[src/bbd_pkg.sv]
// Shared constants and types of the bounding box and diagonal block.
package bbd_pkg;

  // Default coordinate width (signed Q8.8 at sixteen bits).
  localparam int unsigned COORD_WIDTH = 16;

  // Number of axes of a vertex.
  localparam int unsigned NUM_AXES = 3;

  // Sequencer states of the diagonal unit.
  typedef enum logic [3:0] {
    ST_IDLE   = 4'b0001,
    ST_SQUARE = 4'b0010,
    ST_ROOT   = 4'b0100,
    ST_DONE   = 4'b1000
  } diag_state_e;

endpackage

[src/bbd_extents.sv]
// Running per-axis minimum and maximum registers of the bounding box.
module bbd_extents #(
  parameter int unsigned COORD_WIDTH = bbd_pkg::COORD_WIDTH
) (
  input  logic                                              clk_i,
  input  logic                                              rst_ni,
  input  logic                                              update_i,
  input  logic                                              first_i,
  input  logic [bbd_pkg::NUM_AXES-1:0][COORD_WIDTH-1:0]     coord_i,
  output logic [bbd_pkg::NUM_AXES-1:0][COORD_WIDTH-1:0]     low_o,
  output logic [bbd_pkg::NUM_AXES-1:0][COORD_WIDTH-1:0]     high_o
);

  localparam logic [COORD_WIDTH-1:0] MaxVal = {1'b0, {(COORD_WIDTH-1){1'b1}}};
  localparam logic [COORD_WIDTH-1:0] MinVal = {1'b1, {(COORD_WIDTH-1){1'b0}}};

  logic [bbd_pkg::NUM_AXES-1:0][COORD_WIDTH-1:0] low_d, low_q;
  logic [bbd_pkg::NUM_AXES-1:0][COORD_WIDTH-1:0] high_d, high_q;

  // A first vertex loads the box; any other vertex widens it.
  always_comb begin
    low_d  = low_q;
    high_d = high_q;
    for (int a = 0; a < bbd_pkg::NUM_AXES; a++) begin
      if (first_i) begin
        low_d[a]  = coord_i[a];
        high_d[a] = coord_i[a];
      end else begin
        if ($signed(coord_i[a]) < $signed(low_q[a])) begin
          low_d[a] = coord_i[a];
        end
        if ($signed(coord_i[a]) > $signed(high_q[a])) begin
          high_d[a] = coord_i[a];
        end
      end
    end
  end

  // The box comes out of reset empty: lowest above highest.
  always_ff @(posedge clk_i or negedge rst_ni) begin
    if (!rst_ni) begin
      for (int a = 0; a < bbd_pkg::NUM_AXES; a++) begin
        low_q[a]  <= MaxVal;
        high_q[a] <= MinVal;
      end
    end else if (update_i) begin
      low_q  <= low_d;
      high_q <= high_d;
    end
  end

  assign low_o  = low_q;
  assign high_o = high_q;

endmodule

[src/bbd_diag.sv]
// Sequenced diagonal unit: one multiplier for the squared spans, then a
// digit-by-digit floor square root, one result bit per cycle.
module bbd_diag #(
  parameter int unsigned COORD_WIDTH = bbd_pkg::COORD_WIDTH
) (
  input  logic                                              clk_i,
  input  logic                                              rst_ni,
  input  logic                                              start_i,
  input  logic                                              ack_i,
  input  logic [bbd_pkg::NUM_AXES-1:0][COORD_WIDTH-1:0]     low_i,
  input  logic [bbd_pkg::NUM_AXES-1:0][COORD_WIDTH-1:0]     high_i,
  output logic                                              idle_o,
  output logic                                              done_o,
  output logic [COORD_WIDTH:0]                              diag_o
);

  localparam int unsigned ProdW = 2 * COORD_WIDTH;
  localparam int unsigned SumW  = 2 * COORD_WIDTH + 2;
  localparam int unsigned RootW = COORD_WIDTH + 1;
  localparam int unsigned RemW  = COORD_WIDTH + 3;
  localparam int unsigned CntW  = $clog2(RootW);
  localparam logic [CntW-1:0] LastDigit = CntW'(RootW - 1);

  bbd_pkg::diag_state_e state_d, state_q;

  logic [1:0]             axis_d, axis_q;
  logic [ProdW-1:0]       prod_d, prod_q;
  logic [SumW-1:0]        acc_d, acc_q;
  logic [RemW-1:0]        rem_d, rem_q;
  logic [RootW-1:0]       root_d, root_q;
  logic [CntW-1:0]        cnt_d, cnt_q;

  logic [COORD_WIDTH-1:0] span_lo, span_hi, span;
  logic                   empty;
  logic [RemW-1:0]        rem_shift, trial;
  logic                   take;

  // Box is empty when any axis has its low above its high.
  always_comb begin
    empty = 1'b0;
    for (int a = 0; a < bbd_pkg::NUM_AXES; a++) begin
      if ($signed(low_i[a]) > $signed(high_i[a])) begin
        empty = 1'b1;
      end
    end
  end

  // Span of the axis the multiplier works on this cycle.
  always_comb begin
    case (axis_q)
      2'd0: begin
        span_lo = low_i[0];
        span_hi = high_i[0];
      end
      2'd1: begin
        span_lo = low_i[1];
        span_hi = high_i[1];
      end
      2'd2: begin
        span_lo = low_i[2];
        span_hi = high_i[2];
      end
      default: begin
        span_lo = '0;
        span_hi = '0;
      end
    endcase
    span = span_hi - span_lo;
  end

  // One root digit: bring down two radicand bits and try the next bit.
  assign rem_shift = {rem_q[RemW-3:0], acc_q[SumW-1 -: 2]};
  assign trial     = {root_q, 2'b01};
  assign take      = (rem_shift >= trial);

  // Sequencer and shared datapath.
  always_comb begin
    state_d = state_q;
    axis_d  = axis_q;
    prod_d  = prod_q;
    acc_d   = acc_q;
    rem_d   = rem_q;
    root_d  = root_q;
    cnt_d   = cnt_q;
    case (state_q)
      bbd_pkg::ST_IDLE: begin
        if (start_i) begin
          axis_d  = '0;
          acc_d   = '0;
          rem_d   = '0;
          root_d  = '0;
          cnt_d   = '0;
          state_d = bbd_pkg::ST_SQUARE;
        end
      end
      bbd_pkg::ST_SQUARE: begin
        if (axis_q == 2'd0 && empty) begin
          state_d = bbd_pkg::ST_DONE;
        end else begin
          prod_d = {{COORD_WIDTH{1'b0}}, span} * {{COORD_WIDTH{1'b0}}, span};
          if (axis_q != 2'd0) begin
            acc_d = acc_q + {2'b00, prod_q};
          end
          axis_d = axis_q + 2'd1;
          if (axis_q == 2'd3) begin
            state_d = bbd_pkg::ST_ROOT;
          end
        end
      end
      bbd_pkg::ST_ROOT: begin
        rem_d  = take ? (rem_shift - trial) : rem_shift;
        root_d = {root_q[RootW-2:0], take};
        acc_d  = {acc_q[SumW-3:0], 2'b00};
        cnt_d  = cnt_q + CntW'(1);
        if (cnt_q == LastDigit) begin
          state_d = bbd_pkg::ST_DONE;
        end
      end
      bbd_pkg::ST_DONE: begin
        if (ack_i) begin
          state_d = bbd_pkg::ST_IDLE;
        end
      end
      default: begin
        state_d = bbd_pkg::ST_IDLE;
      end
    endcase
  end

  // Sequencer state.
  always_ff @(posedge clk_i or negedge rst_ni) begin
    if (!rst_ni) begin
      state_q <= bbd_pkg::ST_IDLE;
      axis_q  <= '0;
      cnt_q   <= '0;
    end else begin
      state_q <= state_d;
      axis_q  <= axis_d;
      cnt_q   <= cnt_d;
    end
  end

  // Datapath registers.
  always_ff @(posedge clk_i) begin
    prod_q <= prod_d;
    acc_q  <= acc_d;
    rem_q  <= rem_d;
    root_q <= root_d;
  end

  assign idle_o = (state_q == bbd_pkg::ST_IDLE);
  assign done_o = (state_q == bbd_pkg::ST_DONE);
  assign diag_o = root_q;

endmodule

[src/bounding_box_and_diagonal.sv]
// Vertices without the last flag are taken one per cycle while the diagonal unit is idle.
// A last vertex starts the diagonal unit: the multiplier squares and sums the spans,
// then the square root yields one digit per cycle; an empty box skips both steps.
// Input is not ready from a last vertex until its result enters the output register.
// Reset is asynchronous, active low; the box comes out of reset empty.
module bounding_box_and_diagonal #(
  parameter int unsigned COORD_WIDTH = bbd_pkg::COORD_WIDTH
) (
  input  logic                                     clk_i,
  input  logic                                     rst_ni,
  input  logic                                     s_axis_tvalid,
  output logic                                     s_axis_tready,
  // Fields from bit 0: coord_x, coord_y, coord_z, zero fill.
  input  logic [((3*COORD_WIDTH+7)/8)*8-1:0]        s_axis_tdata,
  // Fields from bit 0: first_vertex.
  input  logic [0:0]                               s_axis_tuser,
  input  logic                                     s_axis_tlast,
  output logic                                     m_axis_tvalid,
  input  logic                                     m_axis_tready,
  // Fields from bit 0: min_x, max_x, min_y, max_y, min_z, max_z, diagonal,
  // zero fill.
  output logic [((7*COORD_WIDTH+1+7)/8)*8-1:0]      m_axis_tdata
);

  localparam int unsigned OutW   = ((7*COORD_WIDTH+1+7)/8)*8;
  localparam int unsigned FieldW = 7*COORD_WIDTH+1;

  logic [bbd_pkg::NUM_AXES-1:0][COORD_WIDTH-1:0] coord;
  logic [bbd_pkg::NUM_AXES-1:0][COORD_WIDTH-1:0] low, high;
  logic                                          in_fire;
  logic                                          diag_idle, diag_done, res_load, out_free;
  logic [COORD_WIDTH:0]                          diag;
  logic                                          out_valid_d, out_valid_q;
  logic [OutW-1:0]                               out_data_d, out_data_q;

  // Unpack the vertex beat.
  for (genvar a = 0; a < bbd_pkg::NUM_AXES; a++) begin : g_coord
    assign coord[a] = s_axis_tdata[a*COORD_WIDTH +: COORD_WIDTH];
  end

  assign s_axis_tready = diag_idle;
  assign in_fire       = s_axis_tvalid && s_axis_tready;

  bbd_extents #(
    .COORD_WIDTH(COORD_WIDTH)
  ) u_extents (
    .clk_i   (clk_i),
    .rst_ni  (rst_ni),
    .update_i(in_fire),
    .first_i (s_axis_tuser[0]),
    .coord_i (coord),
    .low_o   (low),
    .high_o  (high)
  );

  bbd_diag #(
    .COORD_WIDTH(COORD_WIDTH)
  ) u_diag (
    .clk_i  (clk_i),
    .rst_ni (rst_ni),
    .start_i(in_fire && s_axis_tlast),
    .ack_i  (out_free),
    .low_i  (low),
    .high_i (high),
    .idle_o (diag_idle),
    .done_o (diag_done),
    .diag_o (diag)
  );

  // Output register: loads a finished result once the previous beat is gone.
  assign out_free = !out_valid_q || m_axis_tready;
  assign res_load = diag_done && out_free;

  always_comb begin
    out_valid_d = out_valid_q;
    out_data_d  = out_data_q;
    if (res_load) begin
      out_valid_d = 1'b1;
      out_data_d  = OutW'(FieldW'({diag, high[2], low[2], high[1], low[1],
                                   high[0], low[0]}));
    end else if (m_axis_tready) begin
      out_valid_d = 1'b0;
    end
  end

  always_ff @(posedge clk_i or negedge rst_ni) begin
    if (!rst_ni) begin
      out_valid_q <= 1'b0;
    end else begin
      out_valid_q <= out_valid_d;
    end
  end

  always_ff @(posedge clk_i) begin
    out_data_q <= out_data_d;
  end

  assign m_axis_tvalid = out_valid_q;
  assign m_axis_tdata  = out_data_q;

  // A last vertex starts the diagonal unit, which stops further input.
  a_last_stalls: assert property (@(posedge clk_i) disable iff (!rst_ni)
    in_fire && s_axis_tlast |=> !s_axis_tready)
    else $error("input still ready after a last vertex");

  // The box must hold still while the diagonal is being worked out.
  a_box_stable: assert property (@(posedge clk_i) disable iff (!rst_ni)
    !s_axis_tready |=> $stable(low) && $stable(high))
    else $error("extents changed during diagonal computation");

  // A loaded result is offered on the next cycle.
  a_load_offers: assert property (@(posedge clk_i) disable iff (!rst_ni)
    res_load |=> m_axis_tvalid)
    else $error("loaded result not offered");

endmodule
[config.mk]
export PLATFORM = sky130hd
export DESIGN_NAME = bounding_box_and_diagonal
export DESIGN_NICKNAME = d
export VERILOG_FILES = /design/src/bbd_pkg.sv /design/src/bbd_extents.sv /design/src/bbd_diag.sv /design/src/bounding_box_and_diagonal.sv
export SDC_FILE = /design/constraint.sdc
export NUM_CORES = 1
export LEC_CHECK = 0
export ABC_AREA = 1
export BUFFER_PORTS_ARGS = -buffer_cell sky130_fd_sc_hd__clkbuf_2
export CORE_UTILIZATION = 46
export DETAILED_ROUTE_END_ITERATION = 10
export GPL_ROUTABILITY_DRIVEN = 0
export GPL_TIMING_DRIVEN = 1
export PLACE_DENSITY = 0.61
export SLEW_MARGIN = 40
export SYNTH_ARGS = -nofsm -noshare
export SYNTH_HDL_FRONTEND = slang
export SYNTH_SLANG_ARGS = --single-unit
[constraint.sdc]
create_clock -name clk_i -period 24.3 [get_ports clk_i]
set_input_delay 4.86 -clock clk_i [delete_from_list [all_inputs] [get_ports clk_i]]
set_output_delay 4.86 -clock clk_i [all_outputs]
set_load 0.005 [all_outputs]
; Yosys cells after proc, flatten, opt, wreduce, memory -nomap -nowiden
; Index checks and enable logic that the tools add are counted.
[op_classes]
bitwise = 1
add_sub_neg = 5
n_eq_ne = 14
mul = 1
magnitude_cmp = 10
muxes = 39
reduce_logical = 29
[op_table]
columns = operator, n
row1 = $mux 16, 12
row2 = $mux 34, 3
row3 = $pmux 34 s3, 1
row4 = $gt 16x16->1, 6
row5 = $pmux 16 s3, 2
row6 = $pmux 17 s2, 2
row7 = $mux 17, 3
row8 = $lt 16x16->1, 3
row9 = $add 34x32->34, 1
row10 = $mul 16x16->32, 1
row11 = $mux 4, 5
row12 = $reduce_bool 2->1, 10
row13 = $ge 19x19->1, 1
row14 = $sub 17x17->17, 1
row15 = $pmux 4 s4, 1
row16 = $reduce_and 2->1, 8
row17 = $sub 16x16->16, 1
row18 = $pmux 5 s2, 1
row19 = $ne 2x1->1 const B, 4
row20 = $reduce_and 4->1, 2
row21 = $add 5x1->5 const B, 1
row22 = $eq 5x5->1 const B, 1
row23 = $mux 1, 5
row24 = $mux 5, 1
row25 = 18 further kinds, 23
[totals]
output_inout_bits = 122
elab_cells = 114
inputBits = 54
register_bits = 321

; Logic depth before layout (Yosys ltp)
[depth]
depth_word = 7
depth_mapped = 46
depth_no_buf = 45

; Hierarchy
; Synthesis repeated with hierarchy kept, for this count alone.
[unflattened]
cells_unflattened = 3227
hier_area_um2 = 27627.7
[modules_own_cells]
columns = mod, instances, seq_area_each_um2, area_each_um2, cells_per_inst
row1 = bbd_diag, 1, 3249.4, 17172.7, 2236
row2 = bbd_extents, 1, 2462.4, 6945.4, 860
row3 = bounding_box_and_diagonal, 1, 3418.3, 3509.6, 131

; Worst setup path before layout
; Ideal clock, no wire load.
[synth_path]
kind = input-to-reg
start = input port m_axis_tready
end = register out_data_q[0], in the netlist m_axis_tdata[0], enable pin
arrival_ns = 9.587
n_path_buf = 0
path_stages = 2
setup_slack_ns = 14.127
setup_time_ns = 0.586
path_cell_list = nor2_1 -> nor2_1
[synth_via]
elab_chain_cells = 2
[synth_rtl]
columns = item, line_no
row1 = "start, declared", bounding_box_and_diagonal.sv:19  ; input logic m_axis_tready,
row2 = $logic_or 1x1->1, bounding_box_and_diagonal.sv:71  ; assign out_free = !out_valid_q || m_axis_tready;
row3 = $logic_and 1x1->1, bounding_box_and_diagonal.sv:72  ; assign res_load = diag_done && out_free;
row4 = "end signal, assigned", bounding_box_and_diagonal.sv:95  ; out_data_q <= out_data_d;
row5 = "end, declared", bounding_box_and_diagonal.sv:34  ; logic [OutW-1:0] out_data_d, out_data_q;
; No other way between the ends.
; A chain may end at the register's enable or synchronous reset.

; Worst setup path in the final report
[layout_path]
start = register u_diag.axis_q[0]
end = register u_diag.prod_q[24] (data pin)
[layout_via]
elab_chain_cells = 4
elab_cells_between_ends = 7
classes_between = add/sub (1) / mul (1) / eq/ne (2) / mux (2) / reduce/logical (1)
[layout_rtl]
columns = item, line_no
row1 = "start, declared", bbd_diag.sv:26  ; logic [1:0] axis_d, axis_q;
row2 = "start signal, assigned", bbd_diag.sv:138  ; axis_q <= axis_d;
row3 = "$eq 2x2->1, or another cell as far along", bbd_diag.sv:50  ; case (axis_q)
row4 = $pmux 16 s3, bbd_diag.sv:50
row5 = $sub 16x16->16 *, bbd_diag.sv:68  ; span = span_hi - span_lo;
row6 = $mul 16x16->32 *, bbd_diag.sv:100  ; prod_d = {{COORD_WIDTH{1'b0}}, span} * {{COORD_WIDTH{1'b0}}, span};
row7 = "end signal, assigned", bbd_diag.sv:145  ; prod_q <= prod_d;
row8 = "end, declared", bbd_diag.sv:27  ; logic [ProdW-1:0] prod_d, prod_q;
; Every way passes the cells marked *; elsewhere a longest branch is shown, timed or not.

==> impl_metrics.csv <==
group,metric,value,unit
setup_path,worstSetupEndpointType,"register",
timing,skew,0.02229,ns
grt,track_usage,0.2411,
setup_path,cp_slowest_stage_delay,0.57,ns
detailed_routing,drc,0,
clock_tree,cts.clk_slew.worst_paths,0.06,ns
synthesis,synth_area,26570,um2
grt,overflow,0,
detailed_routing,wl_per_cell,17.47,um
clock_tree,ctsResizeCount,0,
setup_path,crit_slowest_cell,"fa_1",
timing,rsz0062_at_grt,"false",
worst_hold_path,hp-class,"register to register",
clock_tree,cts.sinks,320,
detailed_routing,num_vias,21340,
layout,n_antenna_cell,0,
detailed_routing,wl,69760,um
detailed_routing,wl_met1,31030,um
setup_path,ff2ff_setup_slack,15.39,ns
timing,tightest_slew,0.8151,ns
clock_tree,cts_tree,"done",
timing,fin_setup_tns,0,ns
setup_path,crit_required,24.60,ns
grt,antenna_found_initial,0,
detailed_routing,dr.pass1.iters,6,
clock_tree,cts_buffers,37,
setup_path,r2r-end,"u_diag.prod_q[24]",
synthesis,ys_ff_latch,320,
floorplan,core,56710,um2
layout,syn_to_final_growth,10.73,%
detailed_routing,avgViaCountPerCell,5.347,
clock_tree,clk_latency,0.56,ns
clock_tree,clock_path_buffers,3,
setup_path,timing.rr.start,"u_diag.axis_q[0]",
timing,relSlewSlack,0.4553,
timing,hold_viol,0,
setup_path,crit_top_cell,"inv_1",
synthesis,ys.flop_type,"edfxtp_1",
floorplan,die_w,242.3,um
setup_path,critPathLaunchType,"register",
clock_tree,cts_setup_buffers,0,
layout,nets,3736,
placement,place_area,28180,um2
timing,layout_min_cycle_time,8.909,ns
setup_path,crit_type,"register to register",
floorplan,io_pins,176,
floorplan,start_util,0.4684,
floorplan,rows,87,
clock_tree,h-tree-depth,2,
synthesis,avgSynthCellArea,8.710,um2
setup_path,cp-startpoint,"u_diag.axis_q[0]",
floorplan,die_area,58720,um2
synthesis,ys_seq_area_frac,0.3437,
synthesis,synth_edf_count,212,
synthesis,synthDistinctLibCells,57,
synthesis,synthArstFlopShare,0.3375,
setup_path,worstPathArrival,9.21,ns
floorplan,die_h,242.3,um
flow_run,drv_cap,0,
grt,grt_pass1_wl,113700,um
setup_path,reg2reg_depth,42,
detailed_routing,drtIter0Drc,1662,
detailed_routing,dr_wl_met3,4706,um
placement,portBuffers,168,
detailed_routing,highest_layer,"met4",
grt,grt_max_degree,67,
run_status,status,"finished clean",
clock_tree,cts_hold_buf,0,
layout,fin_area,29420,um2
timing,setup-violations-final,0,
clock_tree,cts-root-buf,"clkbuf_16",
synthesis,synth_cells,3050,
timing,fin_crit_sh,0.3666,
setup_path,crit_end,"u_diag.prod_q[24]",
timing,maxSlewViolCount,0,
setup_path,critical_path.max_fanout,31,
detailed_routing,ant_nets,0,
synthesis,yosysWarningCount,0,
grt,grt_pass1_vias,21910,
layout,drive_gt1_frac,0.1116,
detailed_routing,dr_wl_met2,32340,um
placement,hpwl,55330,um
timing,fmax,112.2,MHz
worst max-delay path: cells and delay by family, from the launching register on:
family                     cells  cell delay (ns)
buffers and inverters         12             1.32
and+or+nand+nor               12             1.11
adders and majority gates     10             4.36
AOI/OAI and AO/OA              8             1.43
DFF                            1             0.43
final cells by class:
type,instances,area [um2]
Fill cell,5295,27300
Multi-Input combinational cell,2145,15230
Sequential cell,320,9130
Inverter,526,1976
Clock buffer,46,1001
Tap cell,756,945.9
Timing Repair Buffer,178,925.9
Clock inverter,21,212.7
kinds of logic (layout without fill, tap and decap cells):
| kind of cell | count (synthesis) | count (layout) | synth area share |
|---|---|---|---|
| AOI/OAI and AO/OA | 406 | 406 | 0.08986 |
| xor gates and xnor gates | 56 | 56 | 0.02129 |
| adders and majority gates | 474 | 474 | 0.2707 |
| buffers and inverters | 591 | 771 | 0.08628 |
| DFF | 320 | 320 | 0.3437 |
| other | 1 | 7 | 0.0001412 |
| and+or+nand+nor | 1202 | 1202 | 0.1881 |
cell usage after synthesis (10+ instances only):
cell type    n  area, um2
inv_2       17      63.81
edfxtp_1   212       6366
ha_1       306       3829
nor3_1      27      135.1
o21ai_1     12      60.06
xor2_1      32      280.3
buf_4       10      75.07
a21o_1      17      127.6
nand3_1    177      885.9
o21ai_0     95      475.5
clkbuf_1    36      135.1
inv_1      505       1896
nand2_1    717       2691
nor2_1     213      799.5
dfrtp_1     59       1476
nand2_2     10      62.56
nand4_1     21      131.4
a21oi_1    181      905.9
o211ai_1    40      300.3
o21a_1      11      82.58
buf_2       10      50.05
dfstp_2     49       1287
xnor2_1     20      175.2
fa_1       168       3363
metal layers:
layer | GRT usage | vias up
met3 | 0.03755 | 119
met1 | 0.3268 | 10300
met2 | 0.3981 | 679
met4 | 0.06906 | 0
li1 | - | 10250
met5 | 0 | -
worst min path at each step:
stage / startpoint / to / slack [ns] / depth (start not counted)
2_1_floorplan: u_diag.diag_o[4] / m_axis_tdata[100] / 0.43 / 0
3_3_place_gp: u_diag.diag_o[3] / m_axis_tdata[99] / 0.44 / 0
3_5_place_dp: u_diag.diag_o[15] / m_axis_tdata[111] / 0.44 / 0
4_1_cts: u_diag.diag_o[15] / m_axis_tdata[111] / 0.45 / 0
5_1_grt: u_diag.diag_o[15] / m_axis_tdata[111] / 0.46 / 0
6_report: u_diag.diag_o[15] / m_axis_tdata[111] / 0.45 / 0
metrics by stage:
| step | worst slack [ns] | hold slack (ns) | util | instances |
|---|---|---|---|---|
| after floorplan | 14.13 | 0.4264 | - | 3056 |
| after global placement | 15.42 | 0.4361 | 0.4967 | 3925 |
| after detailed placement | 15.48 | 0.4385 | 0.4968 | 3925 |
| after CTS | 15.44 | 0.4534 | 0.5182 | 3992 |
| after global routing | 14.80 | 0.4571 | 0.5187 | 3992 |
| final | 15.39 | 0.4505 | 0.5187 | 3992 |
registers in the layout (all words and copies together), names as in the netlist:
signal,count
u_diag.prod_q,31
u_diag.axis_q,2
u_diag.cnt_q,5
u_diag.diag_o,17
u_extents.high_o,48
u_extents.low_o,48
m_axis_tvalid,1
u_diag.rem_q,17
m_axis_tdata,113
u_diag.state_q,4
u_diag.acc_q,34
cell usage in the layout (no fill, tap or decap), types with 26 or more instances in the layout:
master and n:
nand2_1 716, o21ai_0 95, nor3_1 26, clkbuf_2 167
edfxtp_1 212, clkbuf_16 38, ha_1 304, fa_1 168
dfstp_2 49, xor2_1 32, nand3_1 176, nor2_1 212
a21oi_1 181, inv_1 503, o211ai_1 40, dfrtp_1 59
Power is left out: the tool's default activity adds up to more than one toggle a clock period on the data nets, which glitch-free logic cannot reach.
